<file path="src/rtl/core/ppsu_pkg.sv">
`timescale 1ns / 1ps
// ----------------------------------------------------------------------------
// Potts site update package
// Shared widths, register codes and the configuration bundle of the block.
// ----------------------------------------------------------------------------
package ppsu_pkg;

  localparam int MAX_NEIGHBORS   = 8;
  localparam int SPIN_BITS       = 8;
  localparam int RAND_BITS       = 16;

  localparam int NUM_SPINS_BITS  = 8;
  localparam int COUNT_BITS      = 4;
  localparam int ENERGY_BITS     = $clog2(MAX_NEIGHBORS + 1);
  localparam int PACKED_BITS     = MAX_NEIGHBORS * SPIN_BITS;
  localparam int ACCEPT_BITS     = 16;

  localparam int FACTOR_BITS     = 16;
  localparam int FACTOR_LANES    = 8;
  localparam int LANE_BITS       = $clog2(FACTOR_LANES);
  localparam int TABLE_WORD_BITS = 64;

  localparam int PROD_BITS       = NUM_SPINS_BITS + RAND_BITS;
  localparam int PROP_BITS       = NUM_SPINS_BITS + 1;

  localparam int CFG_DATA_BITS   = 64;
  localparam int CFG_INDEX_BITS  = 2;

  localparam logic [NUM_SPINS_BITS-1:0] NUM_SPINS_RESET = NUM_SPINS_BITS'(2);

  typedef enum logic [CFG_INDEX_BITS-1:0] {
    REG_NUM_SPINS   = 2'd0,
    REG_ZERO_TEMP   = 2'd1,
    REG_BOLTZ_LOW   = 2'd2,
    REG_BOLTZ_HIGH  = 2'd3
  } cfg_idx_t;

  typedef struct packed {
    logic [NUM_SPINS_BITS-1:0]  num_spins;
    logic                       zero_temperature;
    logic [TABLE_WORD_BITS-1:0] boltz_factors_low;
    logic [TABLE_WORD_BITS-1:0] boltz_factors_high;
  } cfg_t;

endpackage

</file>
<file path="src/rtl/core/ppsu_in_if.sv">
`timescale 1ns / 1ps
// ----------------------------------------------------------------------------
// Potts site update input channel
// Valid/ready channel carrying one site request.
// ----------------------------------------------------------------------------
interface ppsu_in_if import ppsu_pkg::*; ();

  logic                   valid;
  logic                   ready;
  logic [SPIN_BITS-1:0]   old_spin;
  logic [PACKED_BITS-1:0] neighbor_spins;
  logic [COUNT_BITS-1:0]  neighbor_count;
  logic [RAND_BITS-1:0]   rand_pick;
  logic [ACCEPT_BITS-1:0] rand_accept;

  modport source (
    output valid, old_spin, neighbor_spins, neighbor_count, rand_pick, rand_accept,
    input  ready
  );

  modport sink (
    input  valid, old_spin, neighbor_spins, neighbor_count, rand_pick, rand_accept,
    output ready
  );

endinterface

</file>
<file path="src/rtl/core/ppsu_out_if.sv">
`timescale 1ns / 1ps
// ----------------------------------------------------------------------------
// Potts site update result channel
// Valid/ready channel carrying one site result.
// ----------------------------------------------------------------------------
interface ppsu_out_if import ppsu_pkg::*; ();

  logic                   valid;
  logic                   ready;
  logic [SPIN_BITS-1:0]   new_spin;
  logic                   spin_changed;
  logic                   mark_settled;
  logic [ENERGY_BITS-1:0] energy_before;

  modport source (
    output valid, new_spin, spin_changed, mark_settled, energy_before,
    input  ready
  );

  modport sink (
    input  valid, new_spin, spin_changed, mark_settled, energy_before,
    output ready
  );

endinterface

</file>
<file path="src/rtl/core/ppsu_cfg_regs.sv">
`timescale 1ns / 1ps
// ----------------------------------------------------------------------------
// Potts site update configuration registers
// Holds spin count, temperature mode and the Boltzmann factor table.
// ----------------------------------------------------------------------------
module ppsu_cfg_regs import ppsu_pkg::*; (
  input  logic                      clk,
  input  logic                      rst_n,
  input  logic                      cfg_we,
  input  logic [CFG_INDEX_BITS-1:0] cfg_index,
  input  logic [CFG_DATA_BITS-1:0]  cfg_wdata,
  output cfg_t                      cfg
);

  cfg_t cfg_r;
  cfg_t cfg_nxt;

  always_comb begin
    cfg_nxt = cfg_r;
    if (cfg_we) begin
      unique case (cfg_idx_t'(cfg_index))
        REG_NUM_SPINS:  cfg_nxt.num_spins          = cfg_wdata[NUM_SPINS_BITS-1:0];
        REG_ZERO_TEMP:  cfg_nxt.zero_temperature   = cfg_wdata[0];
        REG_BOLTZ_LOW:  cfg_nxt.boltz_factors_low  = cfg_wdata[TABLE_WORD_BITS-1:0];
        REG_BOLTZ_HIGH: cfg_nxt.boltz_factors_high = cfg_wdata[TABLE_WORD_BITS-1:0];
        default:        cfg_nxt = cfg_r;
      endcase
    end
  end

  always_ff @(posedge clk) begin
    if (!rst_n) begin
      cfg_r.num_spins          <= NUM_SPINS_RESET;
      cfg_r.zero_temperature   <= 1'b0;
      cfg_r.boltz_factors_low  <= '0;
      cfg_r.boltz_factors_high <= '0;
    end else begin
      cfg_r <= cfg_nxt;
    end
  end

  assign cfg = cfg_r;

endmodule

</file>
<file path="src/rtl/core/ppsu_energy.sv">
`timescale 1ns / 1ps
// ----------------------------------------------------------------------------
// Potts site update energy counter
// Counts the valid neighbors whose spin differs from a given spin.
// ----------------------------------------------------------------------------
module ppsu_energy import ppsu_pkg::*; (
  input  logic [SPIN_BITS-1:0]   self_spin,
  input  logic [PACKED_BITS-1:0] neighbor_spins,
  input  logic [COUNT_BITS-1:0]  neighbor_count,
  output logic [ENERGY_BITS-1:0] energy
);

  logic [MAX_NEIGHBORS-1:0] unlike;

  // The count is already saturated, so it never reaches past the last lane.
  always_comb begin
    for (int k = 0; k < MAX_NEIGHBORS; k++) begin
      unlike[k] = (COUNT_BITS'(k) < neighbor_count) &&
                  (neighbor_spins[k*SPIN_BITS +: SPIN_BITS] != self_spin);
    end
  end

  always_comb begin
    logic [ENERGY_BITS-1:0] acc;
    acc = '0;
    for (int k = 0; k < MAX_NEIGHBORS; k++) begin
      acc = acc + ENERGY_BITS'(unlike[k]);
    end
    energy = acc;
  end

endmodule

</file>
<file path="src/rtl/core/potts_metropolis_site_update_top.sv">
`timescale 1ns / 1ps
// ----------------------------------------------------------------------------
// Potts Metropolis site update
// One lattice site per request: propose a spin, compare energies, accept or
// reject against the Boltzmann table, and return the new spin.
// ----------------------------------------------------------------------------
// Usage:
//   A request enters on in_if (valid/ready) with the site's spin, its packed
//   neighbor spins and count, and two uniform random numbers. Each request
//   yields exactly one result on out_if, in request order.
//   The configuration port writes one register per cycle in which cfg_we is
//   high; write it only while no request is in flight.
// Pipeline and throughput:
//   An accepted request is held in the input register, evaluated in one
//   combinational pass and loaded into the result register, which presents
//   it from then on. One request per cycle is sustained while the receiver
//   does not stall; the rate is set by the single proposal multiply plus the
//   energy compare and factor select between the two registers.
// Reset and stall:
//   rst_n (synchronous, active low) empties both pipeline registers and
//   restores the configuration defaults (two spin values, finite
//   temperature, zero factors). While the receiver stalls, the result
//   register holds, and one more request can still be taken into the input
//   register; the input side stalls only when both are full.
// ----------------------------------------------------------------------------
module potts_metropolis_site_update_top import ppsu_pkg::*; (
  input  logic                      clk,
  input  logic                      rst_n,
  ppsu_in_if.sink                   in_if,
  ppsu_out_if.source                out_if,
  input  logic                      cfg_we,
  input  logic [CFG_INDEX_BITS-1:0] cfg_index,
  input  logic [CFG_DATA_BITS-1:0]  cfg_wdata
);

  cfg_t cfg;

  ppsu_cfg_regs u_cfg_regs (
    .clk       (clk),
    .rst_n     (rst_n),
    .cfg_we    (cfg_we),
    .cfg_index (cfg_index),
    .cfg_wdata (cfg_wdata),
    .cfg       (cfg)
  );

  // Input register stage.
  logic                   s1_valid_r, s1_valid_nxt;
  logic [SPIN_BITS-1:0]   s1_old_spin_r;
  logic [PACKED_BITS-1:0] s1_neighbors_r;
  logic [COUNT_BITS-1:0]  s1_count_r;
  logic [RAND_BITS-1:0]   s1_pick_r;
  logic [ACCEPT_BITS-1:0] s1_accept_r;

  // Result register stage.
  logic                   out_valid_r, out_valid_nxt;
  logic [SPIN_BITS-1:0]   out_new_spin_r;
  logic                   out_changed_r;
  logic                   out_settled_r;
  logic [ENERGY_BITS-1:0] out_energy_r;

  logic advance;
  logic in_take;

  // The result register moves whenever it is empty or being drained.
  assign advance   = !out_valid_r || out_if.ready;
  assign in_if.ready = !s1_valid_r || advance;
  assign in_take   = in_if.valid && in_if.ready;

  // Neighbor counts above the lattice limit are treated as full.
  logic [COUNT_BITS-1:0] count_sat;
  assign count_sat = (s1_count_r > COUNT_BITS'(MAX_NEIGHBORS)) ?
                     COUNT_BITS'(MAX_NEIGHBORS) : s1_count_r;

  // Proposed spin: scale the pick by the spin count, offset by one and clamp.
  logic [PROD_BITS-1:0]      product;
  logic [PROP_BITS-1:0]      prop_raw;
  logic [NUM_SPINS_BITS-1:0] prop_clamped;
  logic [SPIN_BITS-1:0]      proposed;

  assign product      = PROD_BITS'(cfg.num_spins) * PROD_BITS'(s1_pick_r);
  assign prop_raw     = {1'b0, product[PROD_BITS-1 -: NUM_SPINS_BITS]} + PROP_BITS'(1);
  assign prop_clamped = (prop_raw > {1'b0, cfg.num_spins}) ?
                        cfg.num_spins : prop_raw[NUM_SPINS_BITS-1:0];
  assign proposed     = prop_clamped[SPIN_BITS-1:0];

  logic [ENERGY_BITS-1:0] e_old;
  logic [ENERGY_BITS-1:0] e_new;

  ppsu_energy u_energy_old (
    .self_spin      (s1_old_spin_r),
    .neighbor_spins (s1_neighbors_r),
    .neighbor_count (count_sat),
    .energy         (e_old)
  );

  ppsu_energy u_energy_new (
    .self_spin      (proposed),
    .neighbor_spins (s1_neighbors_r),
    .neighbor_count (count_sat),
    .energy         (e_new)
  );

  // A rise d selects lane d-1 of the two table words, low word first.
  logic                                  rise;
  logic [ENERGY_BITS-1:0]                delta;
  logic [LANE_BITS-1:0]                  lane;
  logic [FACTOR_LANES*FACTOR_BITS-1:0]   table_bits;
  logic [FACTOR_BITS-1:0]                factor;
  logic                                  reject;
  logic [SPIN_BITS-1:0]                  new_spin;
  logic                                  settled;

  assign rise       = e_new > e_old;
  assign delta      = e_new - e_old;
  assign lane       = LANE_BITS'(delta - ENERGY_BITS'(1));
  assign table_bits = {cfg.boltz_factors_high, cfg.boltz_factors_low};
  assign factor     = table_bits[lane*FACTOR_BITS +: FACTOR_BITS];

  always_comb begin
    priority if (!rise) begin
      reject = 1'b0;
    end else if (cfg.zero_temperature) begin
      reject = 1'b1;
    end else begin
      reject = s1_accept_r > factor;
    end
  end

  assign new_spin = reject ? s1_old_spin_r : proposed;
  assign settled  = {1'b0, e_old, 1'b0} < (ENERGY_BITS + 2)'(count_sat);

  // Control next-state.
  always_comb begin
    s1_valid_nxt  = s1_valid_r;
    out_valid_nxt = out_valid_r;
    if (in_if.ready) begin
      s1_valid_nxt = in_if.valid;
    end
    if (advance) begin
      out_valid_nxt = s1_valid_r;
    end
  end

  always_ff @(posedge clk) begin
    if (!rst_n) begin
      s1_valid_r  <= 1'b0;
      out_valid_r <= 1'b0;
    end else begin
      s1_valid_r  <= s1_valid_nxt;
      out_valid_r <= out_valid_nxt;
    end
  end

  // Payload registers carry no reset.
  always_ff @(posedge clk) begin
    if (in_take) begin
      s1_old_spin_r  <= in_if.old_spin;
      s1_neighbors_r <= in_if.neighbor_spins;
      s1_count_r     <= in_if.neighbor_count;
      s1_pick_r      <= in_if.rand_pick;
      s1_accept_r    <= in_if.rand_accept;
    end
  end

  always_ff @(posedge clk) begin
    if (advance && s1_valid_r) begin
      out_new_spin_r <= new_spin;
      out_changed_r  <= new_spin != s1_old_spin_r;
      out_settled_r  <= settled;
      out_energy_r   <= e_old;
    end
  end

  assign out_if.valid         = out_valid_r;
  assign out_if.new_spin      = out_new_spin_r;
  assign out_if.spin_changed  = out_changed_r;
  assign out_if.mark_settled  = out_settled_r;
  assign out_if.energy_before = out_energy_r;

  // The input side stalls only when both stages are full and the sink stalls.
  a_in_stall_cause: assert property (@(posedge clk) disable iff (!rst_n)
    !in_if.ready |-> (s1_valid_r && out_valid_r && !out_if.ready))
    else $error("input stalled without a full pipeline");

  // A held request moves into the result register whenever it can.
  a_stage_moves: assert property (@(posedge clk) disable iff (!rst_n)
    (s1_valid_r && advance) |=> out_valid_r)
    else $error("request lost between stages");

  // At zero temperature an energy rise never changes the spin.
  a_zero_temp_reject: assert property (@(posedge clk) disable iff (!rst_n)
    (s1_valid_r && advance && cfg.zero_temperature && rise) |=> !out_changed_r)
    else $error("energy rise accepted at zero temperature");

  // The reported energy never exceeds the neighbor limit.
  a_energy_range: assert property (@(posedge clk) disable iff (!rst_n)
    out_valid_r |-> (out_energy_r <= ENERGY_BITS'(MAX_NEIGHBORS)))
    else $error("energy out of range");

endmodule
</file>
<file path="src/flat_wrapper.sv">
// flat-port wrapper written by rule: the top's interface ports become plain ports
module potts_metropolis_site_update_top_flat import ppsu_pkg::*;
  (clk, rst_n, cfg_we, cfg_index, cfg_wdata, in_if_valid, in_if_old_spin, in_if_neighbor_spins, in_if_neighbor_count, in_if_rand_pick, in_if_rand_accept, in_if_ready, out_if_valid, out_if_new_spin, out_if_spin_changed, out_if_mark_settled, out_if_energy_before, out_if_ready);
  ppsu_in_if in_if_i ();
  ppsu_out_if out_if_i ();
  input  logic clk;
  input  logic rst_n;
  input  logic cfg_we;
  input  logic [CFG_INDEX_BITS-1:0] cfg_index;
  input  logic [CFG_DATA_BITS-1:0] cfg_wdata;
  input wire logic [$bits(in_if_i.valid)-1:0] in_if_valid;
  input wire logic [$bits(in_if_i.old_spin)-1:0] in_if_old_spin;
  input wire logic [$bits(in_if_i.neighbor_spins)-1:0] in_if_neighbor_spins;
  input wire logic [$bits(in_if_i.neighbor_count)-1:0] in_if_neighbor_count;
  input wire logic [$bits(in_if_i.rand_pick)-1:0] in_if_rand_pick;
  input wire logic [$bits(in_if_i.rand_accept)-1:0] in_if_rand_accept;
  output wire logic [$bits(in_if_i.ready)-1:0] in_if_ready;
  output wire logic [$bits(out_if_i.valid)-1:0] out_if_valid;
  output wire logic [$bits(out_if_i.new_spin)-1:0] out_if_new_spin;
  output wire logic [$bits(out_if_i.spin_changed)-1:0] out_if_spin_changed;
  output wire logic [$bits(out_if_i.mark_settled)-1:0] out_if_mark_settled;
  output wire logic [$bits(out_if_i.energy_before)-1:0] out_if_energy_before;
  input wire logic [$bits(out_if_i.ready)-1:0] out_if_ready;
  assign in_if_i.valid = in_if_valid;
  assign in_if_i.old_spin = in_if_old_spin;
  assign in_if_i.neighbor_spins = in_if_neighbor_spins;
  assign in_if_i.neighbor_count = in_if_neighbor_count;
  assign in_if_i.rand_pick = in_if_rand_pick;
  assign in_if_i.rand_accept = in_if_rand_accept;
  assign in_if_ready = in_if_i.ready;
  assign out_if_valid = out_if_i.valid;
  assign out_if_new_spin = out_if_i.new_spin;
  assign out_if_spin_changed = out_if_i.spin_changed;
  assign out_if_mark_settled = out_if_i.mark_settled;
  assign out_if_energy_before = out_if_i.energy_before;
  assign out_if_i.ready = out_if_ready;
  potts_metropolis_site_update_top u_core (.clk(clk), .rst_n(rst_n), .in_if(in_if_i), .out_if(out_if_i), .cfg_we(cfg_we), .cfg_index(cfg_index), .cfg_wdata(cfg_wdata));
endmodule
</file>
<file path="config.mk">
export PLATFORM = sky130hd
export DESIGN_NAME = potts_metropolis_site_update_top_flat
export DESIGN_NICKNAME = d
export VERILOG_FILES = /design/src/rtl/core/ppsu_pkg.sv /design/src/rtl/core/ppsu_in_if.sv /design/src/rtl/core/ppsu_out_if.sv /design/src/rtl/core/ppsu_cfg_regs.sv /design/src/rtl/core/ppsu_energy.sv /design/src/rtl/core/potts_metropolis_site_update_top.sv /design/src/flat_wrapper.sv
export SDC_FILE = /design/constraint.sdc
export NUM_CORES = 1
export LEC_CHECK = 0
export BUFFER_PORTS_ARGS = -buffer_cell sky130_fd_sc_hd__buf_2
export CORE_MARGIN = 2
export CORE_UTILIZATION = 50
export CTS_CLUSTER_SIZE = 28
export DETAILED_ROUTE_END_ITERATION = 10
export GPL_TIMING_DRIVEN = 0
export PLACE_DENSITY = 0.7
export SYNTH_ARGS = -nofsm -noshare
export SYNTH_HDL_FRONTEND = slang
export SYNTH_SLANG_ARGS = --single-unit
</file>
<file path="constraint.sdc">
create_clock -name clk -period 43.1 [get_ports clk]
set_input_delay 6.465 -clock clk [delete_from_list [all_inputs] [get_ports clk]]
set_output_delay 6.465 -clock clk [all_outputs]
set_load 0.02 [all_outputs]
</file>
==> summary.md <==
| Metric | Value |
|---|---|
| Status | finished clean |
| Routed WL | ~45000 µm |
| Setup slack, reg-to-reg | 25.99 ns |
| RR Startpoint | u_core.u_cfg_regs.cfg[133] |
| Drt via density | about 5.5 |
| Minimum clock period | between 15 and 20 ns |
| Hold path startpoint | u_core.u_cfg_regs.cfg[102] |
| Mapped cell area | around 17000 µm² |
| Die ar. | approximately 36000 µm² |
| Max Root-Sink Buffers | 3 |
| CP startpoint kind | flip-flop |
| Final setup viols | 0 |
| Root buf cell | clkbuf_16 |
| RD Place Congestion | 0.913 |
| Reg clk slew, reported paths | 0.06 ns |
| R2r worst-path depth | 54 |
| # DRC | 0 |
| Core Rows | 67 |
| Asr flop ratio synth | 0% |
| Detailed route wirelength on metal2 | about 22000 µm |
| Remaining Overflow, GRT | 0 |
| Req. time, crit path | 43.42 ns |
| Max-cap viol count | 0 |
| Share of post-route cells with drive strength above 1 | 15.9% |
| Post-synthesis net count | 2031 |
| Max-slew violations | 0 |
| H-tree levels | 1 |
| Fill cells | approximately 3k |
| Static leakage | 7.89 nW |
| Fin area | 19600 µm² |
| Worst Clk Skew | around 0.021 ns |
| Fin. Hold Viols | 0 |
| CP Class | reg2reg |
| Register area | roughly 6400 µm² |
| Nets | between 2k and 2.5k |
| FF-to-FF End | u_core.out_if.new_spin[6] |
| Share of the synthesized area in the top cell type | between 20% and 30% |
| Syn Area/Cell | approximately 10 µm² |
| Detailed Route Iter0 Violations | 1045 |
| Critical path's slowest cell | mux2i_2 |
| Starting density of the core | around half |
| Worst vdd ir | 0.0439 mV |
| Detailed placement HPWL | ~35000 µm |
| IO Port Bufs | 192 |
| Number of synthesized flops with an enable pin | around 120 |
| Core area | 33500 µm² |
| Via count | 13.0k |
| Final period util | 39.7% |
| Max-slew headroom | a little over a fifth |
| Fmax | between 50 and 60 MHz |
| CTS tree | done |
| Hold Crit Endpoint | u_core.u_cfg_regs.cfg[102] |
| Die height | ~190 µm |
| Met1 WL | approximately 19000 µm |
| Top layer in use | met4 |
| Initial antenna violation count | 0 |
| Ant. Diodes | 0 |
| WL met3 | around 3500 µm |
| Drt first pass iters | 6 |
| Hold depth | 2 |
| FF+latch count, synth | 261 |
| CP Max Fanout | 10 |
| Area Overhead vs Synth | 15.3% |
| Setup Fix Bufs, Post-CTS | 0 |
| Vias in the first global route | 13.3k |
| Top FF cell, synth | dfxtp_1 |
| Hold-fix buffers, CTS | 0 |
| Power Dens Cells | ~46 nW/µm² |
| Top post-synthesis cells by area | edfxtp_1 (22%), dfxtp_1 (16%), fa_1 (11%), nand2_1 (7.1%), ha_1 (5.9%) |
| Skew-Pair Late Insertion Delay | between 0.5 and 0.6 ns |
| CP arrival | roughly 17 ns |
| Setup tns final | 0 ns |
| GRT Util Overall | between 20% and 30% |
| Clk sinks | between 200 and 300 |
| CTS buffer count | 29 |
| Multi-input gate area | 9780 µm² |
| Max stage delay on crit path | 0.93 ns |
| I/O Pins | 195 |
| Most frequent CP cell | fa_1 |
| Placed inst area | 18600 µm² |
| Largest net degree at the start of global routing | 47 |
| Synth area leader | edfxtp_1 |
| Yosys warning count | 0 |
| Syn Inst Count | ~1.7k |
| Post-CTS Resized | 0 |
| RSZ-0062 raised after global routing | false |
| Avg WL per Cell | roughly 19 µm |
| First-pass GRT wire length | between 70000 and 80000 µm |
| Worst slew pin tran | between 1 and 1.5 ns |
| Worst Setup End Kind | flip-flop |
| DIE WIDTH | 189 µm |
| Antenna-violating nets left | 0 |
| Synth unique cells | 71 |
| Tightest Hold Check Type | reg2reg |
| Sequential area share after synthesis | between 30% and 40% |
[flip-flops by register name, summed over array words and instances (netlist names)]
signal                       cells
u_core.u_cfg_regs.cfg          137
u_core.s1_neighbors_r           64
u_core.s1_accept_r              16
u_core.s1_pick_r                16
u_core.out_if.new_spin           8
u_core.s1_old_spin_r             8
u_core.out_if.energy_before      4
u_core.s1_count_r                4
u_core.out_if.mark_settled       1
u_core.out_if.spin_changed       1
u_core.out_if.valid              1
u_core.s1_valid_r                1
[metal layers]
metal / track usage (%) / up-vias
met4: 6.94 / 0
met5: 0 / -
met3: 3.84 / 76
li1: - / 6136
met1: 33.9 / 6252
met2: 44.1 / 496
[cells by family (layout without fill, tap and decap cells)]
logic type	count (synthesis)	in the layout	share of synthesized area (%)
flip-flops	261	261	37.9
multiplexers	66	66	6.42
AND/OR/NAND/NOR	564	564	15.5
XOR/XNOR	146	146	7.67
adder cells (fa/ha/maj)	172	172	16.7
AO/OA/AOI/OAI	261	261	11.2
buffers and inverters	210	459	4.72
[cell usage in the layout, fill, tap and decap left out, drive strengths merged, types with 6 or more instances in the layout]
cell type and count:
nand2 323, xor2 49, nor2 34, a31oi 6, edfxtp 122, a21oi 38
clkinv 7, nand3 14, nand4 30, dfxtp 139, o21ai 27, clkbuf 107
a21boi 132, mux4 32, a211o 6, inv 132, mux2i 31, o21a 11
nor2b 21, and2 99, ha 80, xnor2 97, fa 92, buf 207
nor3 15
[worst max path at each step]
stage                          startpoint                        end  slack, ns  cells after the start
2_1_floorplan  u_core.u_cfg_regs.cfg[132]  u_core.out_if.new_spin[2]      28.80                     53
3_3_place_gp   u_core.u_cfg_regs.cfg[133]  u_core.out_if.new_spin[6]      26.44                     54
3_5_place_dp   u_core.u_cfg_regs.cfg[133]  u_core.out_if.new_spin[2]      26.14                     54
4_1_cts        u_core.u_cfg_regs.cfg[133]  u_core.out_if.new_spin[2]      26.10                     54
5_1_grt        u_core.u_cfg_regs.cfg[133]  u_core.out_if.new_spin[6]      25.20                     54
6_report       u_core.u_cfg_regs.cfg[133]  u_core.out_if.new_spin[6]      25.99                     54
[cells in the mapped netlist, types with 4 or more instances]
cell type	count
nor2_1	34
nor2b_1	21
nor3_1	14
o21a_1	11
mux2i_1	26
nor4_1	4
a21oi_1	36
xor2_1	49
nand4_1	30
nand3_1	14
clkbuf_1	67
a211o_1	6
edfxtp_1	122
buf_1	7
inv_1	130
nand2b_1	4
mux2i_2	4
fa_1	92
a2111oi_0	4
xnor2_1	95
ha_1	80
a31oi_1	5
and2_1	99
o21ai_0	26
o22ai_1	4
o211ai_1	4
mux4_2	32
dfxtp_1	139
nand2_1	323
a21boi_0	132
or3_1	4
[critical path: cells and delay by family (launching register included)]
| family | cells | cell delay (ns) |
|---|---|---|
| adder cells (fa/ha/maj) | 13 | 5.87 |
| AO/OA/AOI/OAI | 15 | 3.75 |
| AND/OR/NAND/NOR | 8 | 1.75 |
| flip-flops | 1 | 0.30 |
| XOR/XNOR | 2 | 0.53 |
| buffers and inverters | 12 | 2.72 |
| multiplexers | 4 | 1.91 |
[power breakdown]
group          internal [mW]  switching (mW)  total (mW)
registers              0.277          0.0103       0.287
clock network          0.156           0.104       0.260
logic                  0.151           0.206       0.357
[area by class of cell]
type                    instances  share of cell area [%]
multi-input cells            1209                    49.8
clock buffers                  40                    4.33
flip-flops and latches        261                    32.8
clock inverters                14                   0.835
inverters                     131                    2.51
repair buffers                195                    5.21
plain buffers                  79                    1.59
well taps                     448                    2.86
[stage by stage]
step | std cells | setup WS (ns) | total power, mW | util [%] | hold slack, ns
3_3_place_gp | 2320 | 26.44 | 0.639 | 55.3 | 0.448
4_1_cts | 2377 | 26.10 | 0.909 | 58.5 | 0.466
5_1_grt | 2377 | 25.20 | 0.950 | 58.5 | 0.479
2_1_floorplan | 1680 | 28.80 | 0.549 | - | 0.440
3_5_place_dp | 2323 | 26.14 | 0.649 | 55.5 | 0.457
6_report | 2377 | 25.99 | 0.905 | 58.5 | 0.463
No activity file was read; power rests on OpenSTA's default activity.
